$ cat config.mk
export PLATFORM = sky130hd
export DESIGN_NAME = narrow_access_word_bridge_flat
export DESIGN_NICKNAME = d
export VERILOG_FILES = /design/src/rtl/nawb_pkg.sv /design/src/rtl/nawb_req_if.sv /design/src/rtl/nawb_rsp_if.sv /design/src/rtl/nawb_front.sv /design/src/rtl/nawb_queue.sv /design/src/rtl/nawb_back.sv /design/src/rtl/narrow_access_word_bridge.sv /design/src/flat_wrapper.sv
export SDC_FILE = /design/constraint.sdc
export NUM_CORES = 1
export LEC_CHECK = 0
export ABC_AREA = 1
export BUFFER_PORTS_ARGS = -buffer_cell sky130_fd_sc_hd__buf_2
export CORE_AREA = 2 2 140 210
export CTS_BUF_LIST = sky130_fd_sc_hd__clkbuf_4 sky130_fd_sc_hd__clkbuf_8
export DETAILED_ROUTE_END_ITERATION = 8
export DIE_AREA = 0 0 142 212
export GPL_ROUTABILITY_DRIVEN = 0
export PLACE_DENSITY = 0.69
export SKIP_CTS_REPAIR_TIMING = 1
export SLEW_MARGIN = 40
export SYNTH_ARGS = -nofsm -noshare
export SYNTH_HDL_FRONTEND = slang
export SYNTH_SLANG_ARGS = --single-unit
export TNS_END_PERCENT = 10
$ cat constraint.sdc
create_clock -name clk -period 7.75 [get_ports clk]
set_clock_uncertainty 0.05 [all_clocks]
set_input_delay 1.55 -clock clk [delete_from_list [all_inputs] [get_ports clk]]
set_output_delay 1.55 -clock clk [all_outputs]
set_load 0.02 [all_outputs]
$ cat src/rtl/nawb_pkg.sv
`timescale 1ns / 1ps
// Shared types and constants for the narrow access word bridge.
// No dependencies; imported by every module of the block.
package nawb_pkg;

  // Access kinds carried in req_type
  typedef enum logic [2:0] {
    REQ_RD_BYTE = 3'd0,
    REQ_RD_HALF = 3'd1,
    REQ_RD_WORD = 3'd2,
    REQ_WR_BYTE = 3'd3,
    REQ_WR_HALF = 3'd4,
    REQ_WR_WORD = 3'd5
  } req_kind_t;

  // Result kinds
  localparam logic RES_READ  = 1'b0;
  localparam logic RES_WRITE = 1'b1;

  // Configuration register indexes
  localparam logic CFG_SEED_BLOCK   = 1'b0;
  localparam logic CFG_SEED_COMMAND = 1'b1;

  // Register offsets with shadow handling
  localparam logic [7:0] OFF_BLOCK_SIZE  = 8'h04;
  localparam logic [7:0] OFF_BLOCK_COUNT = 8'h06;
  localparam logic [7:0] OFF_XFER_MODE   = 8'h0C;
  localparam logic [7:0] OFF_COMMAND     = 8'h0E;

  localparam logic [31:0] BYTE_MASK = 32'h0000_00FF;
  localparam logic [31:0] HALF_MASK = 32'h0000_FFFF;

  // Job queue depth
  localparam int unsigned QDEPTH = 2;

  // One queued job: an optional block word flush, then the main result
  typedef struct packed {
    logic        has_pre;
    logic [31:0] pre_data;
    logic        kind;
    logic [7:0]  woff;
    logic [31:0] data;
  } job_t;

endpackage

$ cat src/rtl/nawb_req_if.sv
`timescale 1ns / 1ps
// Request channel: one access item with valid/ready handshake.
// No dependencies.
interface nawb_req_if;
  logic        valid;
  logic        ready;
  logic [2:0]  req_type;
  logic [7:0]  offset;
  logic [31:0] write_value;
  logic [31:0] fetched_word;

  modport source (output valid, req_type, offset, write_value, fetched_word, input ready);
  modport sink   (input valid, req_type, offset, write_value, fetched_word, output ready);
endinterface

$ cat src/rtl/nawb_rsp_if.sv
`timescale 1ns / 1ps
// Result channel: one result item with valid/ready handshake.
// No dependencies.
interface nawb_rsp_if;
  logic        valid;
  logic        ready;
  logic        result_kind;
  logic [7:0]  word_offset;
  logic [31:0] result_data;
  logic        last;

  modport source (output valid, result_kind, word_offset, result_data, last, input ready);
  modport sink   (input valid, result_kind, word_offset, result_data, last, output ready);
endinterface

$ cat src/rtl/nawb_front.sv
`timescale 1ns / 1ps
// Front end: accepts access items, classifies them, keeps the shadow words
// and pushes jobs into the queue. Uses nawb_pkg and nawb_req_if.
module nawb_front #(
  parameter int unsigned REG_SPACE_BYTES = 256
) (
  input  logic               clk,
  input  logic               rst,
  nawb_req_if.sink           req,
  input  logic               cfg_we,
  input  logic               cfg_index,
  input  logic [31:0]        cfg_data,
  input  logic               room,
  output logic               push,
  output nawb_pkg::job_t     push_job
);
  import nawb_pkg::*;

  // offset mod REG_SPACE_BYTES by reciprocal; exact for 8-bit offsets
  localparam int unsigned RECIP = (65536 + REG_SPACE_BYTES - 1) / REG_SPACE_BYTES;

  logic [31:0] block_shadow;
  logic [31:0] command_shadow;
  logic        block_pending;

  logic [31:0] block_shadow_next;
  logic [31:0] command_shadow_next;
  logic        block_pending_next;

  logic [23:0] quot_prod;
  logic [23:0] back_prod;
  logic [7:0]  off;
  logic [7:0]  aligned;
  logic [4:0]  shift;
  logic        blk;
  logic        accept;
  logic [31:0] base;
  logic [31:0] merged;

  function automatic logic [31:0] merge_lane(input logic [31:0] word,
                                             input logic [31:0] val,
                                             input logic [31:0] mask,
                                             input logic [4:0]  sh);
    return (word & ~(mask << sh)) | ((val & mask) << sh);
  endfunction

  assign quot_prod = 24'(req.offset) * 24'(RECIP);
  assign back_prod = {16'd0, quot_prod[23:16]} * 24'(REG_SPACE_BYTES);
  assign off       = req.offset - back_prod[7:0];
  assign aligned   = {off[7:2], 2'b00};
  assign shift     = {off[1:0], 3'b000};
  assign blk       = (off == OFF_BLOCK_SIZE) || (off == OFF_BLOCK_COUNT);

  assign req.ready = room;
  assign accept    = req.valid && room;

  always_comb begin
    block_shadow_next   = block_shadow;
    command_shadow_next = command_shadow;
    block_pending_next  = block_pending;
    push                = 1'b0;
    push_job            = '0;
    base                = req.fetched_word;
    merged              = '0;
    case (req_kind_t'(req.req_type))
      REQ_RD_BYTE: begin
        push          = 1'b1;
        push_job.kind = RES_READ;
        push_job.data = (req.fetched_word >> shift) & BYTE_MASK;
      end
      REQ_RD_HALF: begin
        if (blk && block_pending) begin
          base = block_shadow;
        end else if ((off == OFF_XFER_MODE) || (off == OFF_COMMAND)) begin
          base = command_shadow;
        end
        push          = 1'b1;
        push_job.kind = RES_READ;
        push_job.data = (base >> shift) & HALF_MASK;
      end
      REQ_RD_WORD: begin
        push          = 1'b1;
        push_job.kind = RES_READ;
        push_job.data = req.fetched_word;
      end
      REQ_WR_BYTE: begin
        push          = 1'b1;
        push_job.kind = RES_WRITE;
        push_job.woff = aligned;
        push_job.data = merge_lane(req.fetched_word, req.write_value, BYTE_MASK, shift);
      end
      REQ_WR_HALF: begin
        if (blk && block_pending) begin
          base = block_shadow;
        end else if (off == OFF_COMMAND) begin
          base = command_shadow;
        end
        merged = merge_lane(base, req.write_value, HALF_MASK, shift);
        if (off == OFF_XFER_MODE) begin
          command_shadow_next = merged;
        end else if (blk) begin
          block_shadow_next  = merged;
          block_pending_next = 1'b1;
        end else begin
          if (off == OFF_COMMAND) begin
            // flush a held block word ahead of the command write
            push_job.has_pre    = block_pending;
            push_job.pre_data   = block_shadow;
            block_pending_next  = 1'b0;
            command_shadow_next = merged;
          end
          push          = 1'b1;
          push_job.kind = RES_WRITE;
          push_job.woff = aligned;
          push_job.data = merged;
        end
      end
      REQ_WR_WORD: begin
        push          = 1'b1;
        push_job.kind = RES_WRITE;
        push_job.woff = aligned;
        push_job.data = req.write_value;
      end
      default: begin
        // unused kinds: dropped
      end
    endcase
    if (!accept) begin
      push = 1'b0;
    end
  end

  always_ff @(posedge clk) begin
    if (rst) begin
      block_shadow   <= '0;
      command_shadow <= '0;
      block_pending  <= 1'b0;
    end else if (accept) begin
      block_shadow   <= block_shadow_next;
      command_shadow <= command_shadow_next;
      block_pending  <= block_pending_next;
    end else if (cfg_we) begin
      case (cfg_index)
        CFG_SEED_BLOCK:   block_shadow   <= cfg_data;
        CFG_SEED_COMMAND: command_shadow <= cfg_data;
        default: begin
        end
      endcase
    end
  end

endmodule

$ cat src/rtl/nawb_queue.sv
`timescale 1ns / 1ps
// Short job queue between front and back end.
// Uses nawb_pkg (job_t, QDEPTH).
module nawb_queue (
  input  logic           clk,
  input  logic           rst,
  input  logic           push,
  input  nawb_pkg::job_t push_job,
  output logic           room,
  input  logic           pop,
  output logic           avail,
  output nawb_pkg::job_t head_job
);
  import nawb_pkg::*;

  localparam int unsigned PTR_W = (QDEPTH > 1) ? $clog2(QDEPTH) : 1;
  localparam int unsigned CNT_W = $clog2(QDEPTH + 1);

  job_t             entries [QDEPTH];
  logic [PTR_W-1:0] wr_ptr;
  logic [PTR_W-1:0] rd_ptr;
  logic [CNT_W-1:0] count;

  assign room     = (count != CNT_W'(QDEPTH));
  assign avail    = (count != '0);
  assign head_job = entries[rd_ptr];

  always_ff @(posedge clk) begin
    if (push) begin
      entries[wr_ptr] <= push_job;
    end
  end

  always_ff @(posedge clk) begin
    if (rst) begin
      wr_ptr <= '0;
      rd_ptr <= '0;
      count  <= '0;
    end else begin
      if (push) begin
        wr_ptr <= (wr_ptr == PTR_W'(QDEPTH - 1)) ? '0 : wr_ptr + 1'b1;
      end
      if (pop) begin
        rd_ptr <= (rd_ptr == PTR_W'(QDEPTH - 1)) ? '0 : rd_ptr + 1'b1;
      end
      case ({push, pop})
        2'b10:   count <= count + 1'b1;
        2'b01:   count <= count - 1'b1;
        default: count <= count;
      endcase
    end
  end

endmodule

$ cat src/rtl/nawb_back.sv
`timescale 1ns / 1ps
// Back end: turns queued jobs into result items through an output register.
// Uses nawb_pkg and nawb_rsp_if.
module nawb_back (
  input  logic           clk,
  input  logic           rst,
  input  logic           avail,
  input  nawb_pkg::job_t head_job,
  output logic           pop,
  nawb_rsp_if.source     rsp
);
  import nawb_pkg::*;

  logic        out_valid;
  logic        out_kind;
  logic [7:0]  out_woff;
  logic [31:0] out_data;
  logic        out_last;
  logic        phase;      // set once the flush result of the head job is out
  logic        can_load;
  logic        load_pre;

  assign can_load = !out_valid || rsp.ready;
  assign load_pre = head_job.has_pre && !phase;
  assign pop      = can_load && avail && !load_pre;

  assign rsp.valid       = out_valid;
  assign rsp.result_kind = out_kind;
  assign rsp.word_offset = out_woff;
  assign rsp.result_data = out_data;
  assign rsp.last        = out_last;

  always_ff @(posedge clk) begin
    if (rst) begin
      out_valid <= 1'b0;
      phase     <= 1'b0;
    end else if (can_load) begin
      out_valid <= avail;
      if (avail) begin
        phase <= load_pre;
      end
    end
  end

  always_ff @(posedge clk) begin
    if (can_load && avail) begin
      if (load_pre) begin
        out_kind <= RES_WRITE;
        out_woff <= OFF_BLOCK_SIZE;
        out_data <= head_job.pre_data;
        out_last <= 1'b0;
      end else begin
        out_kind <= head_job.kind;
        out_woff <= head_job.woff;
        out_data <= head_job.data;
        out_last <= 1'b1;
      end
    end
  end

endmodule

$ cat src/rtl/narrow_access_word_bridge.sv
`timescale 1ns / 1ps
// Narrow access word bridge, top level. A result passes from the job queue
// into the output register and is held there while the output side stalls.
// Throughput: one item a cycle while the queue has room; a command write that
// flushes a held block word yields a flush item and then the command item,
// which the output register issues one result item per cycle when taken.
// Reset (synchronous): shadows cleared to zero, flush flag and job queue
// emptied; no clearing pass.
module narrow_access_word_bridge #(
  parameter int unsigned REG_SPACE_BYTES = 256
) (
  input  logic        clk,
  input  logic        rst,
  nawb_req_if.sink    req,
  nawb_rsp_if.source  rsp,
  input  logic        cfg_we,
  input  logic        cfg_index,
  input  logic [31:0] cfg_data
);
  import nawb_pkg::*;

  // front end to queue
  logic  push;
  job_t  push_job;
  logic  room;
  // queue to back end
  logic  pop;
  logic  avail;
  job_t  head_job;

  // Front: offset wrap, lane select/merge, shadow words and the pending
  // block flag all live here, so each item sees the state its predecessor
  // left without waiting for results to drain.
  nawb_front #(
    .REG_SPACE_BYTES(REG_SPACE_BYTES)
  ) u_front (
    .clk      (clk),
    .rst      (rst),
    .req      (req),
    .cfg_we   (cfg_we),
    .cfg_index(cfg_index),
    .cfg_data (cfg_data),
    .room     (room),
    .push     (push),
    .push_job (push_job)
  );

  // Two-entry job queue; decouples request acceptance from result stalls.
  nawb_queue u_queue (
    .clk     (clk),
    .rst     (rst),
    .push    (push),
    .push_job(push_job),
    .room    (room),
    .pop     (pop),
    .avail   (avail),
    .head_job(head_job)
  );

  // Back: issues the optional block flush item, then the main item.
  nawb_back u_back (
    .clk     (clk),
    .rst     (rst),
    .avail   (avail),
    .head_job(head_job),
    .pop     (pop),
    .rsp     (rsp)
  );

  // Only the block flush is ever a non-final item
  a_flush_form: assert property (@(posedge clk) disable iff (rst)
    rsp.valid && !rsp.last |->
      rsp.result_kind == RES_WRITE && rsp.word_offset == OFF_BLOCK_SIZE)
    else $error("non-final item is not a block flush");

  // A taken flush is followed at once by the command word write
  a_flush_then_cmd: assert property (@(posedge clk) disable iff (rst)
    rsp.valid && rsp.ready && !rsp.last |=>
      rsp.valid && rsp.last && rsp.result_kind == RES_WRITE &&
      rsp.word_offset == OFF_XFER_MODE)
    else $error("flush not followed by command write");

  // Read items are single and carry no offset
  a_read_form: assert property (@(posedge clk) disable iff (rst)
    rsp.valid && rsp.result_kind == RES_READ |-> rsp.last && rsp.word_offset == 8'd0)
    else $error("malformed read item");

  // Front never pushes into a full queue
  a_no_overflow: assert property (@(posedge clk) disable iff (rst)
    push |-> room)
    else $error("job pushed into full queue");

endmodule
$ cat src/flat_wrapper.sv
// flat-port wrapper written by rule: the top's interface ports become plain ports
module narrow_access_word_bridge_flat import nawb_pkg::*;
#(
  parameter int unsigned REG_SPACE_BYTES = 256
)
  (clk, rst, cfg_we, cfg_index, cfg_data, req_valid, req_req_type, req_offset, req_write_value, req_fetched_word, req_ready, rsp_valid, rsp_result_kind, rsp_word_offset, rsp_result_data, rsp_last, rsp_ready);
  nawb_req_if req_i ();
  nawb_rsp_if rsp_i ();
  input  logic clk;
  input  logic rst;
  input  logic cfg_we;
  input  logic cfg_index;
  input  logic [31:0] cfg_data;
  input wire logic [$bits(req_i.valid)-1:0] req_valid;
  input wire logic [$bits(req_i.req_type)-1:0] req_req_type;
  input wire logic [$bits(req_i.offset)-1:0] req_offset;
  input wire logic [$bits(req_i.write_value)-1:0] req_write_value;
  input wire logic [$bits(req_i.fetched_word)-1:0] req_fetched_word;
  output wire logic [$bits(req_i.ready)-1:0] req_ready;
  output wire logic [$bits(rsp_i.valid)-1:0] rsp_valid;
  output wire logic [$bits(rsp_i.result_kind)-1:0] rsp_result_kind;
  output wire logic [$bits(rsp_i.word_offset)-1:0] rsp_word_offset;
  output wire logic [$bits(rsp_i.result_data)-1:0] rsp_result_data;
  output wire logic [$bits(rsp_i.last)-1:0] rsp_last;
  input wire logic [$bits(rsp_i.ready)-1:0] rsp_ready;
  assign req_i.valid = req_valid;
  assign req_i.req_type = req_req_type;
  assign req_i.offset = req_offset;
  assign req_i.write_value = req_write_value;
  assign req_i.fetched_word = req_fetched_word;
  assign req_ready = req_i.ready;
  assign rsp_valid = rsp_i.valid;
  assign rsp_result_kind = rsp_i.result_kind;
  assign rsp_word_offset = rsp_i.word_offset;
  assign rsp_result_data = rsp_i.result_data;
  assign rsp_last = rsp_i.last;
  assign rsp_i.ready = rsp_ready;
  narrow_access_word_bridge #(.REG_SPACE_BYTES(REG_SPACE_BYTES)) u_core (.clk(clk), .rst(rst), .req(req_i), .rsp(rsp_i), .cfg_we(cfg_we), .cfg_index(cfg_index), .cfg_data(cfg_data));
endmodule
# After elaboration in Yosys (flattened, before gate mapping)
# Memory sizes are Yosys's and may differ from the RTL's. A register that Yosys moved wholly into a read port is not among the register bits.
# Cells that the tools add are included.
word_totals:
  ff_bits: 113
  ram_bits: 148
  romBits: 0
  latch_bits: 0
  out_inout_bits: 44
  n_memories: 1
  inputBits: 113
classes:
  n_shift: 6
  n_mul: 0
  mux: 41
  n_reduce_logical: 23
  magnitude_cmp: 0
  n_eq_ne: 18
  addsub: 4
  bitwise_logic: 7
  n_div: 0
mem_list:
  columns: ["memory", "words", "word_bits", "rd", "rd_clocked_by_memory_dff", "write_ports", "line", "rtl"]
  rows:
  - ["u_core.u_queue.entries", 2, 74, 1, 1, 1, "nawb_queue.sv:19", "job_t entries [QDEPTH];"]
op_table:
  columns: ["op", "count"]
  rows:
  - ["two-way mux 32 bit", 20]
  - ["case mux 32 bit (6 select lines)", 1]
  - ["two-way mux 74 bit", 2]
  - ["two-way mux 33 bit", 2]
  - ["bitwise AND 32 bit", 2]
  - ["NOT 32 bit", 2]
  - ["OR 32 bit", 2]
  - ["left shift 16 x 5 -> 32 bit", 1]
  - ["left shift 16 x 5 -> 32 bit (first input constant)", 1]
  - ["left shift 8 x 5 -> 32 bit", 1]
  - ["left shift 8 x 5 -> 32 bit (first input constant)", 1]
  - [">> shifter 32 x 5 -> 16 bit", 1]
  - [">> shifter 32 x 5 -> 8 bit", 1]
  - ["equality test 8 x 3 -> 1 bit (second input constant)", 2]
  - ["equality test 8 x 4 -> 1 bit (second input constant)", 2]
  - ["case mux 8 bit (2 select lines)", 1]
  - ["two-way mux 1 bit", 12]
  - ["AND reduction 5 bit", 2]
  - ["nonzero test 2 bit", 5]
  - ["equality test 3 x 2 -> 1 bit (second input constant)", 2]
  - ["equality test 3 bit (second input constant)", 2]
  - ["!= test 2 bit (second input constant)", 3]
  - ["logical AND 1 bit", 5]
  - ["OR reduction 5 bit", 1]
  - ["other kinds (18)", 25]

# Longest topological paths before layout
# Gate-level depths: netlist of the first run.
logic_depth:
  ltp_word: 12
  mapped_depth: 15

# Modules after synthesis
# From an unflattened synthesis of the first run, not the netlist that was laid out.
hier_totals:
  cells_unflattened: 1689
  area_unflattened_um2: 14378.8
by_module_without_submodules:
  columns: ["module", "instances", "seq_area_each_um2", "cells_each", "area_each_um2"]
  rows:
  - ["nawb_front", 1, 1301.2, 1250, 6736.5]
  - ["nawb_queue", 1, 4544.4, 262, 5810.6]
  - ["nawb_back", 1, 1301.2, 177, 1831.8]

# Worst setup path before layout of the first run
# No wires, ideal clock.
synth_timing:
  kind: "input port to flip-flop"
  from: "input req_offset[0]"
  to: "memory u_core.u_queue.entries[0][0] (netlist bit) (enable)"
  arrival_ns: 5.863
  setup_time_ns: 0.502
  cell_stages: 10
  setup_slack_ns: 1.335
  path_cell_list: "clkinv_1 > clkbuf_1 > ha_1 > nand3_2 > nor2_1 > nor2_1 > inv_1 > nor2_4 > o21ai_2 > nor2_1"
synth_via:
  elab_chain_len: 8
  word_cells_on_any_way: 10
  cone_classes: "3 x eq/ne; 6 x mux; 1 x reduce/logical"
synth_lines:
  columns: ["item", "line", "rtl"]
  rows:
  - ["start: declaration", "flat_wrapper.sv:16", "input wire logic [$bits(req_i.offset)-1:0] req_offset;"]
  - ["equality test 8 x 3 -> 1 bit", "nawb_front.sv:52", "assign blk = (off == OFF_BLOCK_SIZE) || (off == OFF_BLOCK_COUNT);"]
  - ["logical OR 1 bit", "nawb_front.sv:52", null]
  - ["two-way mux 1 bit", "nawb_front.sv:101", "end else if (blk) begin"]
  - ["two-way mux 1 bit (*)", "nawb_front.sv:99", "if (off == OFF_XFER_MODE) begin"]
  - ["case mux 1 bit (2 select lines) (*)", "nawb_front.sv:65", "case (req_kind_t'(req.req_type))"]
  - ["two-way mux 1 bit (*)", "nawb_front.sv:128", "if (!accept) begin"]
  - ["two-way mux 1 bit (*)", "nawb_queue.sv:29", "if (push) begin"]
  - ["two-way mux 1 bit (implied by the code) (*)", "nawb_queue.sv:30", "entries[wr_ptr] <= push_job;"]
  - ["end: declaration", "nawb_queue.sv:19", null]
# Every way passes the cells marked *; elsewhere a longest branch is shown, timed or not.

==> impl_metrics.prom, run 1 <==
# TYPE chip_impl_metric gauge
chip_impl_metric{name="grt_pass1_vias",unit=""} 12024
chip_impl_metric{name="async_reset_ff_share",unit="%"} 0
chip_impl_metric{name="globalRouteTotalUtil",unit="%"} 30.2
chip_impl_metric{name="io_buffers",unit=""} 154
chip_impl_metric{name="finalHoldViolations",unit=""} 0
chip_impl_metric{name="worstPathArrival",unit="ps"} 4970
chip_impl_info{name="crit_path_cell_trace",value="buf_2, clkinv_1, ha_1, inv_1, nor2_1, nand3_4, buf_4, nand3_1, nand3_1, nand2_1, nand2_1, nand3_1, o21ai_1"} 1
chip_impl_metric{name="vias",unit=""} 13140
chip_impl_metric{name="synthCells",unit=""} 1677
chip_impl_info{name="synth_ff_type",value="sky130_fd_sc_hd__edfxtp_1"} 1
chip_impl_metric{name="max_freq",unit="MHz"} 213
chip_impl_info{name="crit_family",value="buffers and inverters"} 1
chip_impl_metric{name="clkSlewWorstSetupHoldPaths",unit="ps"} 60
chip_impl_metric{name="area.growth.synth_to_final",unit="%"} 12.5
chip_impl_metric{name="synth.yosys.seq_area_share",unit="%"} 50.2
chip_impl_metric{name="drt_pass1_iterations",unit=""} 9
chip_impl_metric{name="global_route.overflow_total",unit=""} 0
chip_impl_metric{name="std_cell_rows",unit=""} 76
chip_impl_metric{name="power.density",unit="nW/µm²"} 269
chip_impl_metric{name="synth_cell_types",unit=""} 38
chip_impl_metric{name="grt_first_pass_wirelength",unit="µm"} 69000
chip_impl_metric{name="worstRegToRegCells",unit=""} 11
chip_impl_metric{name="critical_path.max_stage_delay",unit="ps"} 690
chip_impl_metric{name="finalCriticalPeriod",unit="ps"} 4700
chip_impl_metric{name="clock-sinks",unit=""} 256
chip_impl_metric{name="syn-mean-instance-area",unit="µm²"} 8.28
chip_impl_metric{name="dpl_cells",unit=""} 2088
chip_impl_info{name="run_status",value="complete, but fails checks"} 1
chip_impl_metric{name="design.die.area",unit="µm²"} 30100
chip_impl_info{name="cp-start-kind",value="input pin"} 1
chip_impl_metric{name="peakVddDrop",unit="mV"} 0.183
chip_impl_metric{name="finalInstanceArea",unit="µm²"} 15600
chip_impl_info{name="crit_type",value="input pin to flop"} 1
chip_impl_metric{name="clock_insertion_delay_worst_skew",unit="ps"} 580
chip_impl_metric{name="path_buf_inv",unit=""} 4
chip_impl_metric{name="synth-seq-cells",unit=""} 256
chip_impl_info{name="grt_setup_unrepaired",value="no"} 1
chip_impl_metric{name="avgRoutedWirePerCell",unit="µm"} 21.2
chip_impl_metric{name="setup.reg_to_reg.worst_slack",unit="ps"} 4820
chip_impl_metric{name="via_per_inst",unit=""} 6.07
chip_impl_metric{name="critical_path_peak_fanout",unit=""} 70
chip_impl_metric{name="antenna_found_initial",unit=""} 4
chip_impl_metric{name="floorplan.die.width",unit="µm"} 142
chip_impl_metric{name="synth_enable_flop_cells",unit=""} 184
chip_impl_metric{name="cts_made_buffers",unit=""} 39
chip_impl_metric{name="final_layout_size_suffix_gt1_share",unit="%"} 18.3
chip_impl_metric{name="finalMaxSlewViolations",unit=""} 0
chip_impl_metric{name="final_min_period_over_clock_period",unit="%"} 60.7
chip_impl_metric{name="drc",unit=""} 1
chip_impl_info{name="cts.root.buffer_cell",value="sky130_fd_sc_hd__clkbuf_8"} 1
chip_impl_metric{name="ports_placed_on_the_boundary",unit=""} 157
chip_impl_metric{name="design.core.area",unit="µm²"} 28400
chip_impl_info{name="tritoncts_clock_tree",value="built"} 1
chip_impl_metric{name="postPlaceCellArea",unit="µm²"} 14800
chip_impl_metric{name="yosysWarningCount",unit=""} 0
chip_impl_metric{name="nets",unit=""} 1898
chip_impl_metric{name="initial_core_util",unit="%"} 48.8
chip_impl_info{name="hp_start",value="u_core.u_queue.rd_ptr"} 1
chip_impl_metric{name="syn-cell-area",unit="µm²"} 13900
chip_impl_metric{name="detailedRoute.firstIterationViolations",unit=""} 2146
chip_impl_info{name="worstHoldPathType",value="flop to flop"} 1
chip_impl_info{name="failed_checks",value="design-rule violations"} 1
chip_impl_metric{name="worst_pin_slew",unit="ps"} 820
chip_impl_info{name="critical_path.slowest_cell",value="sky130_fd_sc_hd__buf_4"} 1
chip_impl_metric{name="htreeDepth",unit=""} 2
chip_impl_metric{name="final_util",unit="%"} 54.9
chip_impl_metric{name="hold_depth",unit=""} 2
chip_impl_metric{name="place.detailed.hpwl",unit="µm"} 31500
chip_impl_metric{name="cts-root-to-sink-buffers",unit=""} 3
chip_impl_metric{name="finalSetupViolCount",unit=""} 0
chip_impl_metric{name="grt_start_max_net_pins",unit=""} 73
chip_impl_info{name="setup.worst_path.end_class",value="flop"} 1
chip_impl_metric{name="timing.critical_path.required",unit="ps"} 8020
chip_impl_metric{name="worst_slew_margin_rel",unit="%"} 45.2
chip_impl_info{name="worst_r2r_startpoint",value="u_core.u_queue.count[0]"} 1
chip_impl_info{name="crit_top_cell",value="sky130_fd_sc_hd__nand3_1"} 1
chip_impl_metric{name="layoutNonFillerInstCount",unit=""} 2164
chip_impl_metric{name="power.static_leakage",unit="nW"} 6.57
chip_impl_metric{name="max_cap_violations",unit=""} 0
chip_impl_metric{name="timing.setup.tns",unit="ps"} 0
chip_impl_metric{name="post_detailed_routing_wire_length",unit="µm"} 45900
chip_impl_info{name="crit-reg2reg-capture",value="u_core.u_front.block_shadow[3]"} 1
chip_impl_metric{name="die_height",unit="µm"} 212
chip_impl_metric{name="postRouteAntennaNets",unit=""} 0
## power by group
group          internal (mW)  switching, mW
clock                  0.628          0.535
sequential              1.79         0.0642
combinational          0.343          0.843
## per-stage QoR
step / worst slack, ps / hold slack, ps / total power, mW
2_1_floorplan: 1340 / 409 / 2.67
3_3_place_gp: 2130 / 436 / 3.04
3_5_place_dp: 2220 / 448 / 3.06
4_1_cts: 2790 / 465 / 4.21
5_1_grt: 2830 / 516 / 4.42
6_report: 3050 / 459 / 4.21
## synthesized netlist by cell type, types with 6 or more instances
cell | instances | area, µm²
sky130_fd_sc_hd__a21oi_1 | 107 | 536
sky130_fd_sc_hd__buf_1 | 9 | 33.8
sky130_fd_sc_hd__buf_2 | 43 | 215
sky130_fd_sc_hd__buf_4 | 7 | 52.6
sky130_fd_sc_hd__clkbuf_1 | 47 | 176
sky130_fd_sc_hd__dfxtp_1 | 72 | 1440
sky130_fd_sc_hd__edfxtp_1 | 184 | 5530
sky130_fd_sc_hd__inv_1 | 110 | 413
sky130_fd_sc_hd__inv_2 | 7 | 26.3
sky130_fd_sc_hd__mux2i_1 | 32 | 320
sky130_fd_sc_hd__nand2_1 | 467 | 1750
sky130_fd_sc_hd__nand3_1 | 221 | 1110
sky130_fd_sc_hd__nand3_2 | 6 | 60.1
sky130_fd_sc_hd__nor2_1 | 33 | 124
sky130_fd_sc_hd__nor3_1 | 34 | 170
sky130_fd_sc_hd__o2111ai_1 | 14 | 123
sky130_fd_sc_hd__o211ai_1 | 44 | 330
sky130_fd_sc_hd__o21ai_0 | 69 | 345
sky130_fd_sc_hd__o21ai_1 | 25 | 125
sky130_fd_sc_hd__o22ai_1 | 48 | 300
sky130_fd_sc_hd__or2_2 | 65 | 407
## layout by cell type (no fill, tap or decap), types with 4 or more instances in the layout
cell,count
sky130_fd_sc_hd__clkbuf_8,42
sky130_fd_sc_hd__o22ai_1,48
sky130_fd_sc_hd__ha_1,5
sky130_fd_sc_hd__inv_2,7
sky130_fd_sc_hd__nor2_4,4
sky130_fd_sc_hd__a21oi_1,106
sky130_fd_sc_hd__nand2_1,467
sky130_fd_sc_hd__nor2_1,31
sky130_fd_sc_hd__buf_2,154
sky130_fd_sc_hd__clkinv_1,12
sky130_fd_sc_hd__dfxtp_1,71
sky130_fd_sc_hd__clkbuf_4,12
sky130_fd_sc_hd__o21ai_0,69
sky130_fd_sc_hd__edfxtp_1,184
sky130_fd_sc_hd__inv_1,109
sky130_fd_sc_hd__mux2i_1,32
sky130_fd_sc_hd__buf_4,13
sky130_fd_sc_hd__o2111ai_1,14
sky130_fd_sc_hd__nand3_2,6
sky130_fd_sc_hd__o211ai_1,44
sky130_fd_sc_hd__o21ai_1,24
sky130_fd_sc_hd__or2_2,65
sky130_fd_sc_hd__nand3_1,220
sky130_fd_sc_hd__nor3_1,34
## cell type report
class,instances,area [µm²]
Antenna cell,3,7.51
Clock buffer,54,668
Clock inverter,17,136
Fill cell,2601,12800
Inverter,121,457
Multi-Input combinational cell,1190,5990
Sequential cell,256,6970
Tap cell,351,439
Timing Repair Buffer,172,957
## worst reg2reg max path, cell delays in order, from the launching register on
cell                      delay [ps]
sky130_fd_sc_hd__dfxtp_1         360
sky130_fd_sc_hd__inv_2            80
sky130_fd_sc_hd__nand2_1          80
sky130_fd_sc_hd__nand2_1         110
sky130_fd_sc_hd__inv_2           180
sky130_fd_sc_hd__buf_4           560
sky130_fd_sc_hd__nand3_2         190
sky130_fd_sc_hd__nand2_1         110
sky130_fd_sc_hd__o21ai_2          50
sky130_fd_sc_hd__buf_4           250
sky130_fd_sc_hd__inv_2           590
sky130_fd_sc_hd__a21oi_1         150
## logic make-up (layout without fill, tap and decap cells)
logic type	count (synthesis)	after routing	share of synthesized area, %
other	1	5	0.0270
DFF	256	256	50.2
and+or+nand+nor	835	835	26.6
AOI/OAI and AO/OA	315	315	13.2
muxes	32	32	2.31
buffers and inverters	232	364	7.14
xor gates and xnor gates	1	1	0.0631
adders and majority gates	5	5	0.451
## flip-flops by register name, summed over array words and instances (netlist names), named ones only
signal,cells
u_core.u_front.block_shadow,32
u_core.u_back.rsp.valid,1
u_core.u_queue.rd_ptr,1
u_core.u_back.rsp.result_data,32
u_core.u_front.command_shadow,32
u_core.u_back.phase,1
u_core.u_back.rsp.word_offset,6
u_core.u_front.block_pending,1
u_core.u_queue.count,2
u_core.u_back.rsp.result_kind,1
u_core.u_queue.entries,144
u_core.u_queue.wr_ptr,1
u_core.u_back.rsp.last,1
## layer usage
layer | global-route usage (%) | vias up | part of all wire, %
li1 | - | 5999 | -
met1 | 37.7 | 6023 | 36
met2 | 48.3 | 894 | 46
met3 | 6.69 | 224 | 11
met4 | 17.7 | 0 | 7.4
met5 | 0 | - | 0
## worst max path at each step
stage / start / end / depth (start not counted)
2_1_floorplan: req_offset[0] / u_core.u_queue.entries[0][0] / 10
3_3_place_gp: req_offset[0] / u_core.u_queue.entries[1][43] / 11
3_5_place_dp: req_offset[0] / u_core.u_queue.entries[0][42] / 11
4_1_cts: req_offset[0] / u_core.u_queue.entries[0][42] / 11
5_1_grt: req_offset[0] / u_core.u_queue.entries[0][46] / 11
6_report: req_offset[0] / u_core.u_queue.entries[0][0] / 13
No activity file was read; power rests on OpenSTA's default activity.
==> run 2: changes to the inputs <==
--- a/config.mk
+++ b/config.mk
@@ -5,12 +5,12 @@
 export SDC_FILE = /design/constraint.sdc
 export NUM_CORES = 1
 export LEC_CHECK = 0
-export ABC_AREA = 1
+export ABC_AREA = 0
 export BUFFER_PORTS_ARGS = -buffer_cell sky130_fd_sc_hd__buf_2
-export CORE_AREA = 2 2 140 210
+export CORE_AREA = 2 2 139 209
 export CTS_BUF_LIST = sky130_fd_sc_hd__clkbuf_4 sky130_fd_sc_hd__clkbuf_8
 export DETAILED_ROUTE_END_ITERATION = 8
-export DIE_AREA = 0 0 142 212
+export DIE_AREA = 0 0 141 211
 export GPL_ROUTABILITY_DRIVEN = 0
 export PLACE_DENSITY = 0.69
 export SKIP_CTS_REPAIR_TIMING = 1
==> constraint.sdc (replaced) <==
create_clock -name clk -period 4.8 [get_ports clk]
set_clock_uncertainty 0.05 [all_clocks]
set_input_delay 0.96 -clock clk [delete_from_list [all_inputs] [get_ports clk]]
set_output_delay 0.96 -clock clk [all_outputs]
set_load 0.02 [all_outputs]
==> run 2 against run 1 <==
The flow still finishes with violations (design-rule violations); power up 61%; die area fell by 1.2%; critical path depth shrank 3; hold slack got worse by 3.1 ps; global-route usage rose by 2.5 points; routed wire length is 6.5% higher; via count decreased by 7.9%; critical endpoint is now u_core.u_queue.entries[1][14].
==> impl_metrics.prom, run 2 <==
# TYPE chip_impl_metric gauge
chip_impl_info{name="run_status",value="complete, but fails checks"} 1
chip_impl_info{name="failed_checks",value="design-rule violations"} 1
chip_impl_metric{name="power.density",unit="nW/µm²"} 429
chip_impl_info{name="yosys-top-cells-count",value="sky130_fd_sc_hd__edfxtp_1, sky130_fd_sc_hd__clkbuf_1, sky130_fd_sc_hd__nor2_1"} 1
chip_impl_metric{name="cts_made_buffers",unit=""} 39
chip_impl_metric{name="yosysWarningCount",unit=""} 0
chip_impl_metric{name="io_buffers",unit=""} 154
chip_impl_metric{name="timing.setup.tns",unit="ps"} 0
chip_impl_metric{name="clock-sinks",unit=""} 256
chip_impl_metric{name="setup.reg_to_reg.worst_slack",unit="ps"} 1660
chip_impl_metric{name="syn-mean-instance-area",unit="µm²"} 11.4
chip_impl_metric{name="dpl_cells",unit=""} 1643
chip_impl_metric{name="final_min_period_over_clock_period",unit="%"} 71.8
chip_impl_metric{name="power.static_leakage",unit="nW"} 5.52
chip_impl_metric{name="worstPathArrival",unit="ps"} 3660
chip_impl_metric{name="initial_core_util",unit="%"} 49.7
chip_impl_metric{name="finalInstanceArea",unit="µm²"} 15800
chip_impl_metric{name="finalSetupViolCount",unit=""} 0
chip_impl_metric{name="synth-seq-cells",unit=""} 256
chip_impl_info{name="crit_type",value="input pin to flop"} 1
chip_impl_metric{name="cts-root-to-sink-buffers",unit=""} 3
chip_impl_info{name="synth_top_area_cell",value="sky130_fd_sc_hd__edfxtp_1"} 1
chip_impl_metric{name="postRouteAntennaNets",unit=""} 0
chip_impl_metric{name="ant_cells",unit=""} 0
chip_impl_metric{name="place.detailed.hpwl",unit="µm"} 35100
chip_impl_info{name="grt_setup_unrepaired",value="no"} 1
chip_impl_metric{name="timing.critical_path.required",unit="ps"} 5010
chip_impl_metric{name="finalMaxSlewViolations",unit=""} 0
chip_impl_metric{name="synth.yosys.seq_area_share",unit="%"} 50.3
chip_impl_info{name="hp_start",value="u_core.u_queue.wr_ptr"} 1
chip_impl_metric{name="layoutNonFillerInstCount",unit=""} 1713
chip_impl_metric{name="global_route.overflow_total",unit=""} 0
chip_impl_metric{name="final_util",unit="%"} 56.7
chip_impl_metric{name="design.core.area",unit="µm²"} 27900
chip_impl_metric{name="drt_pass1_iterations",unit=""} 9
chip_impl_metric{name="total_power",unit="mW"} 6.78
chip_impl_metric{name="max_freq",unit="MHz"} 290
chip_impl_metric{name="drc",unit=""} 5
chip_impl_info{name="tritoncts_clock_tree",value="built"} 1
chip_impl_metric{name="detailedRoute.firstIterationViolations",unit=""} 2193
chip_impl_info{name="layout_common_cells",value="sky130_fd_sc_hd__edfxtp_1, sky130_fd_sc_hd__buf_2, sky130_fd_sc_hd__nor2_1"} 1
chip_impl_metric{name="async_reset_ff_share",unit="%"} 0
chip_impl_metric{name="worstRegToRegCells",unit=""} 6
chip_impl_info{name="cp-start-kind",value="input pin"} 1
chip_impl_metric{name="worst_pin_slew",unit="ps"} 789
chip_impl_metric{name="die_height",unit="µm"} 211
chip_impl_metric{name="post_place_setup_slack",unit="ps"} 942
chip_impl_metric{name="via_per_inst",unit=""} 7.06
chip_impl_metric{name="globalRouteTotalUtil",unit="%"} 32.7
chip_impl_metric{name="clkSlewWorstSetupHoldPaths",unit="ps"} 60
chip_impl_metric{name="finalCriticalPeriod",unit="ps"} 3450
chip_impl_info{name="worst_r2r_startpoint",value="u_core.u_front.block_pending"} 1
chip_impl_metric{name="antenna_found_initial",unit=""} 0
chip_impl_metric{name="std_cell_rows",unit=""} 75
chip_impl_metric{name="peakVddDrop",unit="mV"} 0.267
chip_impl_metric{name="largest_register_ff_count",unit=""} 144
chip_impl_metric{name="postPlaceCellArea",unit="µm²"} 15000
chip_impl_metric{name="fillCellCount",unit=""} 2385
chip_impl_info{name="critical_path.endpoint",value="u_core.u_queue.entries[1][14]"} 1
chip_impl_metric{name="floorplan.die.width",unit="µm"} 141
chip_impl_metric{name="grt_start_max_net_pins",unit=""} 68
chip_impl_metric{name="ports_placed_on_the_boundary",unit=""} 157
chip_impl_metric{name="post_detailed_routing_wire_length",unit="µm"} 48900
chip_impl_info{name="max_flop_register",value="u_core.u_queue.entries"} 1
chip_impl_info{name="worstHoldPathType",value="flop to flop"} 1
chip_impl_metric{name="clock_insertion_delay_worst_skew",unit="ps"} 590
chip_impl_info{name="post-synth-top-count-cell",value="sky130_fd_sc_hd__edfxtp_1"} 1
chip_impl_info{name="setup.worst_path.end_class",value="flop"} 1
chip_impl_metric{name="synthCells",unit=""} 1217
chip_impl_metric{name="synthDominantCellAreaShare",unit="%"} 39.9
chip_impl_info{name="cts.root.buffer_cell",value="sky130_fd_sc_hd__clkbuf_8"} 1
chip_impl_info{name="crit-reg2reg-capture",value="u_core.u_queue.entries[1][17]"} 1
chip_impl_metric{name="htreeDepth",unit=""} 2
chip_impl_metric{name="design.die.area",unit="µm²"} 29800
chip_impl_metric{name="hold_slack",unit="ps"} 456
chip_impl_info{name="yosys-top-cells-area",value="sky130_fd_sc_hd__edfxtp_1, sky130_fd_sc_hd__dfxtp_1, sky130_fd_sc_hd__mux4_2, sky130_fd_sc_hd__nand3b_1, sky130_fd_sc_hd__and2_1"} 1
chip_impl_metric{name="finalHoldViolations",unit=""} 0
chip_impl_metric{name="grt_first_pass_wirelength",unit="µm"} 72200
chip_impl_metric{name="synth_enable_flop_cells",unit=""} 184
chip_impl_metric{name="syn-cell-area",unit="µm²"} 13900
chip_impl_metric{name="synth_cell_types",unit=""} 81
chip_impl_metric{name="critical_path_peak_fanout",unit=""} 21
chip_impl_metric{name="area.growth.synth_to_final",unit="%"} 14.1
chip_impl_info{name="synth_ff_type",value="sky130_fd_sc_hd__edfxtp_1"} 1
chip_impl_metric{name="worst_slew_margin_rel",unit="%"} 46.0
chip_impl_metric{name="final_layout_size_suffix_gt1_share",unit="%"} 26.4
chip_impl_metric{name="worst_slack",unit="ps"} 1350
chip_impl_info{name="crit_start",value="req_offset[1]"} 1
chip_impl_metric{name="avgRoutedWirePerCell",unit="µm"} 28.5
chip_impl_metric{name="grt_pass1_vias",unit=""} 11589
chip_impl_metric{name="vias",unit=""} 12098
chip_impl_metric{name="nets",unit=""} 1456
chip_impl_info{name="layout_commonest_cell",value="sky130_fd_sc_hd__edfxtp_1"} 1
chip_impl_metric{name="max_cap_violations",unit=""} 0
==> run 2: changes by cell type in the layout (fill, tap and decap cells not counted), moves of 36 or more <==
| cell | change |
|---|---|
| sky130_fd_sc_hd__buf_4 | +36 |
| sky130_fd_sc_hd__nand3b_1 | +56 |
| sky130_fd_sc_hd__or2_2 | -63 |
| sky130_fd_sc_hd__inv_1 | -82 |
| sky130_fd_sc_hd__nor2_1 | +41 |
| sky130_fd_sc_hd__o21ai_0 | -37 |
| sky130_fd_sc_hd__nand3_1 | -213 |
| sky130_fd_sc_hd__a22oi_1 | +41 |
| sky130_fd_sc_hd__nand2_1 | -413 |
| sky130_fd_sc_hd__a21oi_1 | -69 |
| sky130_fd_sc_hd__and2_1 | +55 |
| sky130_fd_sc_hd__mux4_2 | +40 |
==> run 2: worst min-delay path by stage <==
stage | to | slack, ps | depth (start not counted)
2_1_floorplan | u_core.u_back.phase | 410 | 2
3_5_place_dp | u_core.u_queue.wr_ptr | 440 | 2
6_report | u_core.u_queue.wr_ptr | 460 | 2
4_1_cts | u_core.u_queue.wr_ptr | 450 | 2
3_3_place_gp | u_core.u_queue.wr_ptr | 430 | 2
5_1_grt | u_core.u_front.command_shadow[30] | 490 | 2
==> run 2: power by group <==
part	switching [mW]	internal, mW
clock	0.851	1.10
combinational	1.17	0.678
sequential	0.140	2.85
total	2.16	4.62
==> run 2: worst max-delay path, cell delays in order <==
cell	delay [ps]
sky130_fd_sc_hd__buf_2	180
sky130_fd_sc_hd__inv_1	150
sky130_fd_sc_hd__ha_1	320
sky130_fd_sc_hd__buf_4	250
sky130_fd_sc_hd__o21bai_2	520
sky130_fd_sc_hd__nor3_2	70
sky130_fd_sc_hd__buf_4	240
sky130_fd_sc_hd__o221a_2	280
sky130_fd_sc_hd__a2111oi_0	410
sky130_fd_sc_hd__o221ai_1	260
==> run 2: cell families after synthesis <==
| logic type | Yosys count | synth area share [%] |
|---|---|---|
| fa+ha+maj | 5 | 0.451 |
| compound gates | 385 | 21.7 |
| buf+inv | 154 | 4.56 |
| other cells | 1 | 0.0271 |
| simple gates | 345 | 14.2 |
| mux | 68 | 8.57 |
| flops | 256 | 50.3 |
| xor+xnor | 3 | 0.190 |
==> run 2: area by class of cell <==
| class | count | area (µm²) | share of cell area, % |
|---|---|---|---|
| inverter | 28 | 105 | 0.665 |
| clock buffer | 53 | 648 | 4.10 |
| tap | 346 | 433 | 2.74 |
| sequential | 256 | 6970 | 44.1 |
| clock inverter | 17 | 183 | 1.16 |
| multi-input combinational | 808 | 6300 | 39.9 |
| timing repair buffer | 205 | 1170 | 7.42 |
==> run 2: routing by layer <==
layer	vias up	wire, µm	track usage [%]
li1	5158	-	-
met1	5620	16600	39.6
met2	1028	21100	48.9
met3	292	6280	9.52
met4	0	4890	26.0
met5	-	0	0
